**src/sv/dtq_pkg.sv**
```systemverilog
package dtq_pkg;

    // Sizes of the slot table and the time base
    localparam int NUM_SLOTS = 16;
    localparam int TIME_W    = 32;
    localparam int MAX_OUT   = 16;

    // Fixed field widths
    localparam int MODE_W  = 3;
    localparam int ID_W    = 4;
    localparam int DELAY_W = 32;
    localparam int STAT_W  = 3;

    // Derived widths
    localparam int SLOT_W = $clog2(NUM_SLOTS);
    localparam int IDX_W  = $clog2(NUM_SLOTS + 1);
    localparam int CNT_W  = $clog2(NUM_SLOTS + 1);
    localparam int FIRE_W = $clog2(MAX_OUT);
    localparam int SUM_W  = ((TIME_W > DELAY_W) ? TIME_W : DELAY_W) + 1;
    localparam int MEM_W  = DELAY_W + TIME_W;

    localparam logic [TIME_W-1:0] TIME_MAX = {TIME_W{1'b1}};

    typedef enum logic [MODE_W-1:0] {
        MODE_ONCE   = 3'd0,
        MODE_REPEAT = 3'd1,
        MODE_CANCEL = 3'd2,
        MODE_TICK   = 3'd3,
        MODE_SHUT   = 3'd4
    } t_mode;

    typedef enum logic [STAT_W-1:0] {
        STAT_DONE     = 3'd0,
        STAT_SHUT     = 3'd1,
        STAT_BUSY     = 3'd2,
        STAT_BADDELAY = 3'd3,
        STAT_NOTFOUND = 3'd4,
        STAT_FIRED    = 3'd5,
        STAT_IDLE     = 3'd6
    } t_status;

    typedef enum logic [2:0] {
        S_IDLE,
        S_DECODE,
        S_DUE,
        S_DUE_END,
        S_SEL,
        S_FIRE,
        S_EMIT
    } t_state;

    // Commands from the controller to the datapath
    typedef struct packed {
        logic take;
        logic exec;
        logic tick_start;
        logic scan_start;
        logic scan;
        logic due_phase;
        logic load_idle;
        logic fire;
        logic push;
    } t_cmd;

    // Status from the datapath to the controller
    typedef struct packed {
        logic tick_run;
        logic scan_done;
        logic none_due;
        logic out_free;
        logic res_last;
    } t_sts;

endpackage

```
**src/sv/dtq_ctrl.sv**
```systemverilog
module dtq_ctrl (
    input  logic          i_clk,
    input  logic          i_rst_n,
    input  logic          i_valid,
    input  dtq_pkg::t_sts i_sts,
    output logic          o_ready,
    output dtq_pkg::t_cmd o_cmd
);

    dtq_pkg::t_state r_state;
    dtq_pkg::t_state n_state;

    // State register
    always_ff @(posedge i_clk) begin
        if (!i_rst_n) begin
            r_state <= dtq_pkg::S_IDLE;
        end else begin
            r_state <= n_state;
        end
    end

    // Next state
    always_comb begin
        n_state = r_state;
        case (r_state)
            dtq_pkg::S_IDLE: begin
                if (i_valid) n_state = dtq_pkg::S_DECODE;
            end
            dtq_pkg::S_DECODE: begin
                n_state = i_sts.tick_run ? dtq_pkg::S_DUE : dtq_pkg::S_EMIT;
            end
            dtq_pkg::S_DUE: begin
                if (i_sts.scan_done) n_state = dtq_pkg::S_DUE_END;
            end
            dtq_pkg::S_DUE_END: begin
                n_state = i_sts.none_due ? dtq_pkg::S_EMIT : dtq_pkg::S_SEL;
            end
            dtq_pkg::S_SEL: begin
                if (i_sts.scan_done) n_state = dtq_pkg::S_FIRE;
            end
            dtq_pkg::S_FIRE: begin
                n_state = dtq_pkg::S_EMIT;
            end
            dtq_pkg::S_EMIT: begin
                if (i_sts.out_free) begin
                    n_state = i_sts.res_last ? dtq_pkg::S_IDLE : dtq_pkg::S_SEL;
                end
            end
            default: begin
                n_state = dtq_pkg::S_IDLE;
            end
        endcase
    end

    // Command outputs
    always_comb begin
        o_cmd   = '0;
        o_ready = 1'b0;
        case (r_state)
            dtq_pkg::S_IDLE: begin
                o_ready    = 1'b1;
                o_cmd.take = i_valid;
            end
            dtq_pkg::S_DECODE: begin
                if (i_sts.tick_run) begin
                    o_cmd.tick_start = 1'b1;
                    o_cmd.scan_start = 1'b1;
                end else begin
                    o_cmd.exec = 1'b1;
                end
            end
            dtq_pkg::S_DUE: begin
                o_cmd.scan      = 1'b1;
                o_cmd.due_phase = 1'b1;
            end
            dtq_pkg::S_DUE_END: begin
                if (i_sts.none_due) begin
                    o_cmd.load_idle = 1'b1;
                end else begin
                    o_cmd.scan_start = 1'b1;
                end
            end
            dtq_pkg::S_SEL: begin
                o_cmd.scan = 1'b1;
            end
            dtq_pkg::S_FIRE: begin
                o_cmd.fire = 1'b1;
            end
            dtq_pkg::S_EMIT: begin
                if (i_sts.out_free) begin
                    o_cmd.push       = 1'b1;
                    o_cmd.scan_start = !i_sts.res_last;
                end
            end
            default: begin
                o_cmd = '0;
            end
        endcase
    end

endmodule

```
**src/sv/dtq_dp.sv**
```systemverilog
module dtq_dp (
    input  logic                         i_clk,
    input  logic                         i_rst_n,
    input  dtq_pkg::t_cmd                i_cmd,
    output dtq_pkg::t_sts                o_sts,
    input  logic [dtq_pkg::MODE_W-1:0]   i_mode,
    input  logic [dtq_pkg::ID_W-1:0]     i_task_id,
    input  logic [dtq_pkg::DELAY_W-1:0]  i_delay,
    input  logic                         i_ready,
    output logic                         o_valid,
    output logic [dtq_pkg::STAT_W-1:0]   o_status,
    output logic [dtq_pkg::ID_W-1:0]     o_fired_task,
    output logic                         o_last
);

    // Latched input item
    logic [dtq_pkg::MODE_W-1:0]  r_mode;
    logic [dtq_pkg::ID_W-1:0]    r_id;
    logic [dtq_pkg::DELAY_W-1:0] r_delay;

    // Timer state
    logic [dtq_pkg::TIME_W-1:0]  r_time;
    logic                        r_shut;
    logic [dtq_pkg::NUM_SLOTS-1:0] r_active;
    logic [dtq_pkg::NUM_SLOTS-1:0] r_due;

    // Slot table: {period, deadline}
    logic [dtq_pkg::MEM_W-1:0]   r_mem [dtq_pkg::NUM_SLOTS];
    logic [dtq_pkg::MEM_W-1:0]   r_rd_data;

    // Scan and selection
    logic [dtq_pkg::IDX_W-1:0]   r_idx;
    logic                        r_rd_vld;
    logic [dtq_pkg::SLOT_W-1:0]  r_rd_idx;
    logic [dtq_pkg::CNT_W-1:0]   r_due_cnt;
    logic [dtq_pkg::FIRE_W-1:0]  r_fire_cnt;
    logic                        r_best_vld;
    logic [dtq_pkg::SLOT_W-1:0]  r_best;
    logic [dtq_pkg::TIME_W-1:0]  r_best_dl;
    logic [dtq_pkg::DELAY_W-1:0] r_best_per;

    // Staged result and output register
    logic [dtq_pkg::STAT_W-1:0]  r_res_status;
    logic [dtq_pkg::ID_W-1:0]    r_res_task;
    logic                        r_res_last;
    logic                        r_o_valid;
    logic [dtq_pkg::STAT_W-1:0]  r_o_status;
    logic [dtq_pkg::ID_W-1:0]    r_o_task;
    logic                        r_o_last;

    logic [dtq_pkg::SLOT_W-1:0]  slot;
    logic                        id_ok;
    logic [dtq_pkg::SUM_W-1:0]   sched_sum;
    logic                        sched_ovf;
    logic [dtq_pkg::SUM_W-1:0]   rearm_sum;
    logic [dtq_pkg::TIME_W-1:0]  rearm_dl;
    logic [dtq_pkg::TIME_W-1:0]  rd_dl;
    logic [dtq_pkg::DELAY_W-1:0] rd_per;
    logic                        rd_due;
    logic [dtq_pkg::STAT_W-1:0]  exec_status;
    logic                        exec_arm;
    logic                        exec_cancel;
    logic                        exec_shut;
    logic                        mem_we;
    logic [dtq_pkg::SLOT_W-1:0]  mem_addr;
    logic [dtq_pkg::MEM_W-1:0]   mem_wdata;
    logic                        fire_last;

    // Deadline arithmetic
    assign slot      = dtq_pkg::SLOT_W'(r_id);
    assign id_ok     = (32'(r_id) < dtq_pkg::NUM_SLOTS);
    assign sched_sum = dtq_pkg::SUM_W'(r_time) + dtq_pkg::SUM_W'(r_delay);
    assign sched_ovf = |sched_sum[dtq_pkg::SUM_W-1:dtq_pkg::TIME_W];
    assign rearm_sum = dtq_pkg::SUM_W'(r_time) + dtq_pkg::SUM_W'(r_best_per);
    assign rearm_dl  = (|rearm_sum[dtq_pkg::SUM_W-1:dtq_pkg::TIME_W])
                     ? dtq_pkg::TIME_MAX : rearm_sum[dtq_pkg::TIME_W-1:0];

    assign rd_dl  = r_rd_data[dtq_pkg::TIME_W-1:0];
    assign rd_per = r_rd_data[dtq_pkg::MEM_W-1:dtq_pkg::TIME_W];
    assign rd_due = r_active[r_rd_idx] && (rd_dl <= r_time);

    assign fire_last = (r_due_cnt == dtq_pkg::CNT_W'(1))
                    || (r_fire_cnt == dtq_pkg::FIRE_W'(dtq_pkg::MAX_OUT - 1));

    // Decode a non-tick item
    always_comb begin
        exec_status = dtq_pkg::STAT_DONE;
        exec_arm    = 1'b0;
        exec_cancel = 1'b0;
        exec_shut   = 1'b0;
        case (r_mode)
            dtq_pkg::MODE_ONCE, dtq_pkg::MODE_REPEAT: begin
                if (r_shut) begin
                    exec_status = dtq_pkg::STAT_SHUT;
                end else if (!id_ok) begin
                    exec_status = dtq_pkg::STAT_NOTFOUND;
                end else if (sched_ovf) begin
                    exec_status = dtq_pkg::STAT_BADDELAY;
                end else if (r_active[slot]) begin
                    exec_status = dtq_pkg::STAT_BUSY;
                end else begin
                    exec_arm = 1'b1;
                end
            end
            dtq_pkg::MODE_CANCEL: begin
                if (r_shut || !id_ok) begin
                    exec_status = dtq_pkg::STAT_NOTFOUND;
                end else if (!r_active[slot]) begin
                    exec_status = dtq_pkg::STAT_NOTFOUND;
                end else begin
                    exec_cancel = 1'b1;
                end
            end
            dtq_pkg::MODE_TICK: begin
                exec_status = dtq_pkg::STAT_SHUT;
            end
            dtq_pkg::MODE_SHUT: begin
                exec_shut = 1'b1;
            end
            default: begin
                exec_status = dtq_pkg::STAT_DONE;
            end
        endcase
    end

    // Slot table write port
    assign mem_we    = (i_cmd.exec && exec_arm) || (i_cmd.fire && (r_best_per != '0));
    assign mem_addr  = i_cmd.fire ? r_best : slot;
    assign mem_wdata = i_cmd.fire ? {r_best_per, rearm_dl}
                     : {((r_mode == dtq_pkg::MODE_REPEAT) ? r_delay : '0),
                        sched_sum[dtq_pkg::TIME_W-1:0]};

    always_ff @(posedge i_clk) begin
        if (mem_we) begin
            r_mem[mem_addr] <= mem_wdata;
        end
        r_rd_data <= r_mem[r_idx[dtq_pkg::SLOT_W-1:0]];
    end

    // Control state: time, shut-down flag, active marks, output valid
    always_ff @(posedge i_clk) begin
        if (!i_rst_n) begin
            r_time    <= '0;
            r_shut    <= 1'b0;
            r_active  <= '0;
            r_o_valid <= 1'b0;
        end else begin
            if (i_cmd.exec) begin
                if (exec_arm) r_active[slot] <= 1'b1;
                if (exec_cancel) r_active[slot] <= 1'b0;
                if (exec_shut) begin
                    r_shut   <= 1'b1;
                    r_active <= '0;
                end
            end
            if (i_cmd.tick_start && (r_time != dtq_pkg::TIME_MAX)) begin
                r_time <= r_time + 1'b1;
            end
            if (i_cmd.fire && (r_best_per == '0)) begin
                r_active[r_best] <= 1'b0;
            end
            if (i_cmd.push) begin
                r_o_valid <= 1'b1;
            end else if (i_ready) begin
                r_o_valid <= 1'b0;
            end
        end
    end

    // Scan, selection, and result staging
    always_ff @(posedge i_clk) begin
        if (i_cmd.take) begin
            r_mode  <= i_mode;
            r_id    <= i_task_id;
            r_delay <= i_delay;
        end
        if (i_cmd.scan_start) begin
            r_idx      <= '0;
            r_rd_vld   <= 1'b0;
            r_best_vld <= 1'b0;
        end else if (i_cmd.scan) begin
            // advance the read address, one slot per cycle
            if (r_idx < dtq_pkg::IDX_W'(dtq_pkg::NUM_SLOTS)) begin
                r_rd_vld <= 1'b1;
                r_rd_idx <= r_idx[dtq_pkg::SLOT_W-1:0];
                r_idx    <= r_idx + 1'b1;
            end else begin
                r_rd_vld <= 1'b0;
            end
            if (r_rd_vld) begin
                if (i_cmd.due_phase) begin
                    r_due[r_rd_idx] <= rd_due;
                    r_due_cnt       <= r_due_cnt + dtq_pkg::CNT_W'(rd_due);
                end else if (r_due[r_rd_idx] && (!r_best_vld || (rd_dl < r_best_dl))) begin
                    // strict compare keeps the lower slot on ties
                    r_best_vld <= 1'b1;
                    r_best     <= r_rd_idx;
                    r_best_dl  <= rd_dl;
                    r_best_per <= rd_per;
                end
            end
        end
        if (i_cmd.tick_start) begin
            r_due      <= '0;
            r_due_cnt  <= '0;
            r_fire_cnt <= '0;
        end
        if (i_cmd.fire) begin
            r_due[r_best] <= 1'b0;
            r_due_cnt     <= r_due_cnt - 1'b1;
            r_fire_cnt    <= r_fire_cnt + 1'b1;
            r_res_status  <= dtq_pkg::STAT_FIRED;
            r_res_task    <= dtq_pkg::ID_W'(r_best);
            r_res_last    <= fire_last;
        end
        if (i_cmd.exec) begin
            r_res_status <= exec_status;
            r_res_task   <= '0;
            r_res_last   <= 1'b1;
        end
        if (i_cmd.load_idle) begin
            r_res_status <= dtq_pkg::STAT_IDLE;
            r_res_task   <= '0;
            r_res_last   <= 1'b1;
        end
        if (i_cmd.push) begin
            r_o_status <= r_res_status;
            r_o_task   <= r_res_task;
            r_o_last   <= r_res_last;
        end
    end

    // Status to the controller
    assign o_sts.tick_run  = (r_mode == dtq_pkg::MODE_TICK) && !r_shut;
    assign o_sts.scan_done = r_rd_vld
                          && (r_rd_idx == dtq_pkg::SLOT_W'(dtq_pkg::NUM_SLOTS - 1));
    assign o_sts.none_due  = (r_due_cnt == '0);
    assign o_sts.out_free  = !r_o_valid || i_ready;
    assign o_sts.res_last  = r_res_last;

    assign o_valid      = r_o_valid;
    assign o_status     = r_o_status;
    assign o_fired_task = r_o_task;
    assign o_last       = r_o_last;

endmodule

```
**src/sv/deadline_timer_queue.sv**
```systemverilog
// Deadline timer queue: a table of task slots with deadlines and a time
// counter advanced by tick items. Input channel (i_valid/o_ready) carries
// i_mode, i_task_id and i_delay: schedule once, schedule repeated, cancel,
// tick or shut down. Output channel (o_valid/i_ready) carries o_status,
// o_fired_task and o_last; o_last marks the final result item of an input
// item. Schedule, cancel and shut down give one result: after acceptance the
// item is decoded and its result staged, then pushed into the output register
// once that register is free; o_ready returns after the push.
// A tick advances time and marks the due slots in a scan of the slot table
// (one slot table read per cycle, registered read data), then checks them;
// for each fired slot it scans for the earliest due deadline, fires that slot
// and emits its result. A tick with none due gives one idle result.
// Items are taken one at a time; o_ready is high only while the block is idle.
// Reset (i_rst_n low, synchronous) clears time, the active marks, the shut
// down flag and the output valid flag. A stalled receiver holds the result in
// the output register; the block waits to emit the next result item, and a
// new input item may be accepted while the last result still waits.
module deadline_timer_queue (
    input  logic                         i_clk,
    input  logic                         i_rst_n,
    input  logic                         i_valid,
    output logic                         o_ready,
    input  logic [dtq_pkg::MODE_W-1:0]   i_mode,
    input  logic [dtq_pkg::ID_W-1:0]     i_task_id,
    input  logic [dtq_pkg::DELAY_W-1:0]  i_delay,
    output logic                         o_valid,
    input  logic                         i_ready,
    output logic [dtq_pkg::STAT_W-1:0]   o_status,
    output logic [dtq_pkg::ID_W-1:0]     o_fired_task,
    output logic                         o_last
);

    dtq_pkg::t_cmd cmd;
    dtq_pkg::t_sts sts;

    dtq_ctrl u_ctrl (
        .i_clk   (i_clk),
        .i_rst_n (i_rst_n),
        .i_valid (i_valid),
        .i_sts   (sts),
        .o_ready (o_ready),
        .o_cmd   (cmd)
    );

    dtq_dp u_dp (
        .i_clk        (i_clk),
        .i_rst_n      (i_rst_n),
        .i_cmd        (cmd),
        .o_sts        (sts),
        .i_mode       (i_mode),
        .i_task_id    (i_task_id),
        .i_delay      (i_delay),
        .i_ready      (i_ready),
        .o_valid      (o_valid),
        .o_status     (o_status),
        .o_fired_task (o_fired_task),
        .o_last       (o_last)
    );

    // Push a result only into a free output register
    a_push_free : assert property (@(posedge i_clk) disable iff (!i_rst_n)
        cmd.push |-> sts.out_free)
        else $error("result pushed into an occupied output register");

    // Take, exec, tick start, idle load, fire and push never overlap
    a_cmd_excl : assert property (@(posedge i_clk) disable iff (!i_rst_n)
        $onehot0({cmd.take, cmd.exec, cmd.tick_start, cmd.load_idle, cmd.fire, cmd.push}))
        else $error("overlapping datapath commands");

    // Input acceptance is followed by a decode cycle, never by a push
    a_take_decode : assert property (@(posedge i_clk) disable iff (!i_rst_n)
        (i_valid && o_ready) |=> (!o_ready && !cmd.push))
        else $error("accepted item not followed by decode");

endmodule

```
**config.mk**
```make
export PLATFORM = sky130hd
export DESIGN_NAME = deadline_timer_queue
export DESIGN_NICKNAME = d
export VERILOG_FILES = /design/src/sv/dtq_pkg.sv /design/src/sv/dtq_ctrl.sv /design/src/sv/dtq_dp.sv /design/src/sv/deadline_timer_queue.sv
export SDC_FILE = /design/constraint.sdc
export NUM_CORES = 2
export LEC_CHECK = 0
export ABC_CLOCK_PERIOD_IN_PS = 9800
export BUFFER_PORTS_ARGS = -buffer_cell sky130_fd_sc_hd__buf_2
export CORE_ASPECT_RATIO = 1.4
export CORE_MARGIN = 2
export CORE_UTILIZATION = 50
export DETAILED_ROUTE_END_ITERATION = 6
export PLACE_DENSITY = 0.71
export SYNTH_ARGS = -nofsm -noshare
export SYNTH_HDL_FRONTEND = slang
export SYNTH_SLANG_ARGS = --single-unit
```
**constraint.sdc**
```tcl
create_clock -name i_clk -period 9.8 [get_ports i_clk]
set_input_delay 1.47 -clock i_clk [delete_from_list [all_inputs] [get_ports i_clk]]
set_output_delay 1.47 -clock i_clk [all_outputs]
set_load 0.05 [all_outputs]
```
==> qor.txt <==
=================================================================================================================
Status ............................................................................................. finished clean
Top cells by area, synth ........................................................................... sky130_fd_sc_hd__edfxtp_1 64%, sky130_fd_sc_hd__mux4_2 14%, sky130_fd_sc_hd__dfxtp_1 5.5%
Final number of hold-violating endpoints ...........................................................            0
Die footprint ......................................................................................  0.111 sq mm
Routability cong. ..................................................................................        0.904
Global router's overall resource usage .............................................................        0.240
Top Ports ..........................................................................................           53
Routed via count ...................................................................................       28,700
Synthesis warning total ............................................................................            0
Synth Area in Compound Gates .......................................................................       0.0528
Final worst path period share ......................................................................        0.542
Placed instance count ..............................................................................        4,419
Number of setup buffers added after CTS ............................................................            0
Average via count per standard cell ................................................................         6.18
Leading area contributor after synthesis ........................................................... sky130_fd_sc_hd__edfxtp_1
TritonCTS Buffers ..................................................................................          115
Final instance area ................................................................................ 0.0599 sq mm
Post-Synth XOR/XNOR Area ...........................................................................       0.0140
Slew Limit Headroom ................................................................................        0.121
Sequential area share after synthesis ..............................................................        0.697
Main combinational cell family by area after synthesis ............................................. multiplexers
Number of endpoints failing setup at the final stage ...............................................            0
Data required time of the critical path ............................................................     10.14 ns
Area of placed instances ........................................................................... 0.0559 sq mm
Clock-pin transition on the worst setup and hold timing paths ......................................      0.07 ns
Chip Width .........................................................................................       282 um
Fraction of final layout cells with drive strength greater than 1 ..................................        0.208
Clock latency on the worst-skew pair ...............................................................      0.75 ns
Number of synthesized flops with an enable pin .....................................................        1,152
Cts hold-fix bufs ..................................................................................            0
Synthesized net count ..............................................................................        3,188
Total of flip-flops plus latches after synthesis ...................................................        1,300
Arr. time, crit path ...............................................................................      5.65 ns
Remaining global-route overflow ....................................................................            0
Final Net Count ....................................................................................        3,275
Initial standard-cell utilization of the core ......................................................        0.504
Most frequent cells in the layout .................................................................. 1,152 x sky130_fd_sc_hd__edfxtp_1, 335 x sky130_fd_sc_hd__mux4_2, 144 x sky130_fd_sc_hd__dfxtp_1
Slew at the pin closest to its max-slew limit ......................................................      1.32 ns
Average cell area after synthesis ..................................................................   17.9 sq um
WS Path Type .......................................................................................   reg -> reg
Startpoint kind of the worst setup timing path .....................................................    flip-flop
Maximum frequency from static timing analysis ......................................................    0.188 GHz
TritonCTS clock tree ...............................................................................        built
Most common cell after layout, fill and taps aside ................................................. sky130_fd_sc_hd__edfxtp_1
Total power ........................................................................................    14,100 uW
Cell at the root of the clock tree ................................................................. sky130_fd_sc_hd__clkbuf_16
Die Ht .............................................................................................       393 um
DRC errors left ....................................................................................            0
Gate Count Post-Synth ..............................................................................        3,009
Antenna viol nets, final ...........................................................................            0
Crit. End Element ..................................................................................    flip-flop
Power density over the cells .......................................................................  235 mW/mm^2
Total of buffers placed on input and output ports ..................................................           52
Library cells used by synthesis ....................................................................           76
Arithmetic-cell share of the synthesized area counting full adders, half adders and majority gates .       0.0318
Vias in the first global route .....................................................................       29,700
Initial antenna violation count ....................................................................            4
Total length of routed wires .......................................................................       131 mm
Max-cap check violation count ......................................................................            0
Number of pins with negative max-slew slack in the final report ....................................            0
Shortest clock period the worst path allows after layout ...........................................      5.32 ns
Setup repair after global routing missed its margin ................................................        false
Row count ..........................................................................................          142
Top cell type's share of synthesized area ..........................................................        0.642
Growth of design area from synthesis to finish .....................................................        11.1%
Htree depth ........................................................................................            3
Maximum number of pins on one net before global-route repair .......................................          103
Final HPWL from detailed placement .................................................................      79.2 mm
Filler Cell Count ..................................................................................        8,115
TNS Setup ..........................................................................................         0 ns
Mapped cell area ................................................................................... 0.0539 sq mm
First-pass iteration count of the detailed router ..................................................            6
Worst-path fanout max ..............................................................................           43
Leakage ............................................................................................    0.0195 uW
Layout Cells excl Fill .............................................................................        4,639
Post-synthesis async set-or-reset flop share .......................................................            0
Worst setup skew after layout ......................................................................    0.0470 ns
Post-DR wirelength/cell ............................................................................      28.2 um
Initial detailed-routing violation count ...........................................................        2,692
Post-synth top flop ................................................................................ sky130_fd_sc_hd__edfxtp_1
Number of gates resized after cts ..................................................................            0
Worst ir drop on vdd ...............................................................................       227 uV
Floorplan Core Area ................................................................................  0.107 sq mm
Maximum number of buffers from clock root to sink ..................................................            3
Post-Synth Simple-Gate Area ........................................................................       0.0489
Proportion of synthesized area in mux cells ........................................................        0.141
Total clock sinks ..................................................................................        1,300
First-pass GRT wire length .........................................................................       193 mm
Hold_ws ............................................................................................     0.400 ns
Worst min-delay path category ......................................................................   reg -> reg
=================================================================================================================
## worst paths after layout
check	endpoint	slack (ns)	cells after the start	from
setup / recovery	u_dp.r_mem[1][0]	4.48	13	u_dp.r_time[0]
hold / removal	u_dp.r_best_per[31]	0.40	0	u_dp.r_rd_data[63]
setup reg to reg	u_dp.r_mem[1][0]	4.48	13	u_dp.r_time[0]
hold reg to reg	u_dp.r_best_per[31]	0.40	0	u_dp.r_rd_data[63]
## state kept, by name, summed over array words and instances, names as in the netlist, 5 cells and up
signal / flops
u_dp.r_mem: 1024
u_dp.r_due: 16
u_dp.r_idx: 5
u_dp.r_time: 32
u_dp.r_best_dl: 32
u_dp.r_rd_data: 64
u_dp.r_active: 16
u_dp.r_best_per: 32
u_dp.r_due_cnt: 5
u_dp.r_delay: 32
## worst max-delay path, stage by stage, from the launching register on
cell	delay, ns
sky130_fd_sc_hd__dfxtp_1	0.40
sky130_fd_sc_hd__ha_1	0.28
sky130_fd_sc_hd__fa_1	0.42
sky130_fd_sc_hd__a21o_1	0.17
sky130_fd_sc_hd__a21o_1	0.22
sky130_fd_sc_hd__a31oi_1	0.29
sky130_fd_sc_hd__nor2_1	0.18
sky130_fd_sc_hd__a31oi_2	0.48
sky130_fd_sc_hd__o2bb2ai_2	0.31
sky130_fd_sc_hd__o31ai_2	0.14
sky130_fd_sc_hd__buf_4	0.24
sky130_fd_sc_hd__a21oi_1	0.36
sky130_fd_sc_hd__and2_4	0.51
sky130_fd_sc_hd__buf_4	0.81
## area by class of cell
| class | instances | area, sq um | area share |
|---|---|---|---|
| inverters | 86 | 323 | 0.00539 |
| clock buffers | 158 | 3220 | 0.0538 |
| flip-flops and latches | 1300 | 37600 | 0.627 |
| clock inverters | 61 | 754 | 0.0126 |
| multi-input cells | 1498 | 15600 | 0.261 |
| repair buffers | 95 | 608 | 0.0101 |
| diodes | 1 | 2.50 | 0.0000418 |
| well taps | 1440 | 1800 | 0.0301 |
## synth_stat cells (8+ instances only)
| cell type | n |
|---|---|
| sky130_fd_sc_hd__nor2_1 | 75 |
| sky130_fd_sc_hd__mux4_2 | 335 |
| sky130_fd_sc_hd__nor4_1 | 16 |
| sky130_fd_sc_hd__and3_1 | 15 |
| sky130_fd_sc_hd__nand3_1 | 42 |
| sky130_fd_sc_hd__a22o_1 | 31 |
| sky130_fd_sc_hd__o21ai_0 | 72 |
| sky130_fd_sc_hd__a21o_1 | 55 |
| sky130_fd_sc_hd__a31oi_1 | 10 |
| sky130_fd_sc_hd__o21ai_1 | 17 |
| sky130_fd_sc_hd__dfxtp_1 | 148 |
| sky130_fd_sc_hd__a21oi_1 | 119 |
| sky130_fd_sc_hd__edfxtp_1 | 1152 |
| sky130_fd_sc_hd__o2111a_1 | 9 |
| sky130_fd_sc_hd__and2_1 | 52 |
| sky130_fd_sc_hd__o31ai_1 | 12 |
| sky130_fd_sc_hd__a211oi_1 | 10 |
| sky130_fd_sc_hd__xnor2_1 | 54 |
| sky130_fd_sc_hd__o21bai_1 | 8 |
| sky130_fd_sc_hd__nand4_1 | 42 |
| sky130_fd_sc_hd__o21a_1 | 21 |
| sky130_fd_sc_hd__nand2b_1 | 27 |
| sky130_fd_sc_hd__inv_1 | 86 |
| sky130_fd_sc_hd__clkbuf_1 | 83 |
| sky130_fd_sc_hd__nor2b_1 | 16 |
| sky130_fd_sc_hd__nand2_1 | 119 |
| sky130_fd_sc_hd__buf_1 | 32 |
| sky130_fd_sc_hd__o211ai_1 | 8 |
| sky130_fd_sc_hd__xor2_1 | 32 |
| sky130_fd_sc_hd__nor3_1 | 67 |
| sky130_fd_sc_hd__ha_1 | 134 |
## logic make-up after synthesis
kind of cell             Yosys count
AO/OA/AOI/OAI                    431
XOR/XNOR                          86
adder cells (fa/ha/maj)          136
buffers and inverters            211
flip-flops                      1300
multiplexers                     338
AND/OR/NAND/NOR                  507
## per-stage QoR
stage,util,worst slack (ns)
5_1_grt,0.560,4.31
2_1_floorplan,-,1.91
6_report,0.560,4.48
3_3_place_gp,0.523,4.59
3_5_place_dp,0.523,4.52
4_1_cts,0.560,4.50
## per-layer routing
layer	vias to the layer above	GRT usage	part of all wire
met1	15000	0.307	0.39
li1	12400	-	-
met4	4	0.0977	0.037
met5	-	0	0.00021
met2	1062	0.416	0.52
met3	251	0.0304	0.056
## where the power goes
| part | total [uW] | switching, uW | internal, uW |
|---|---|---|---|
| combinational | 2760 | 1310 | 1450 |
| clock | 4710 | 2000 | 2710 |
| sequential | 6600 | 279 | 6330 |
| total | 14100 | 3590 | 10500 |
Note: power is estimated with default switching activity, not from simulation.
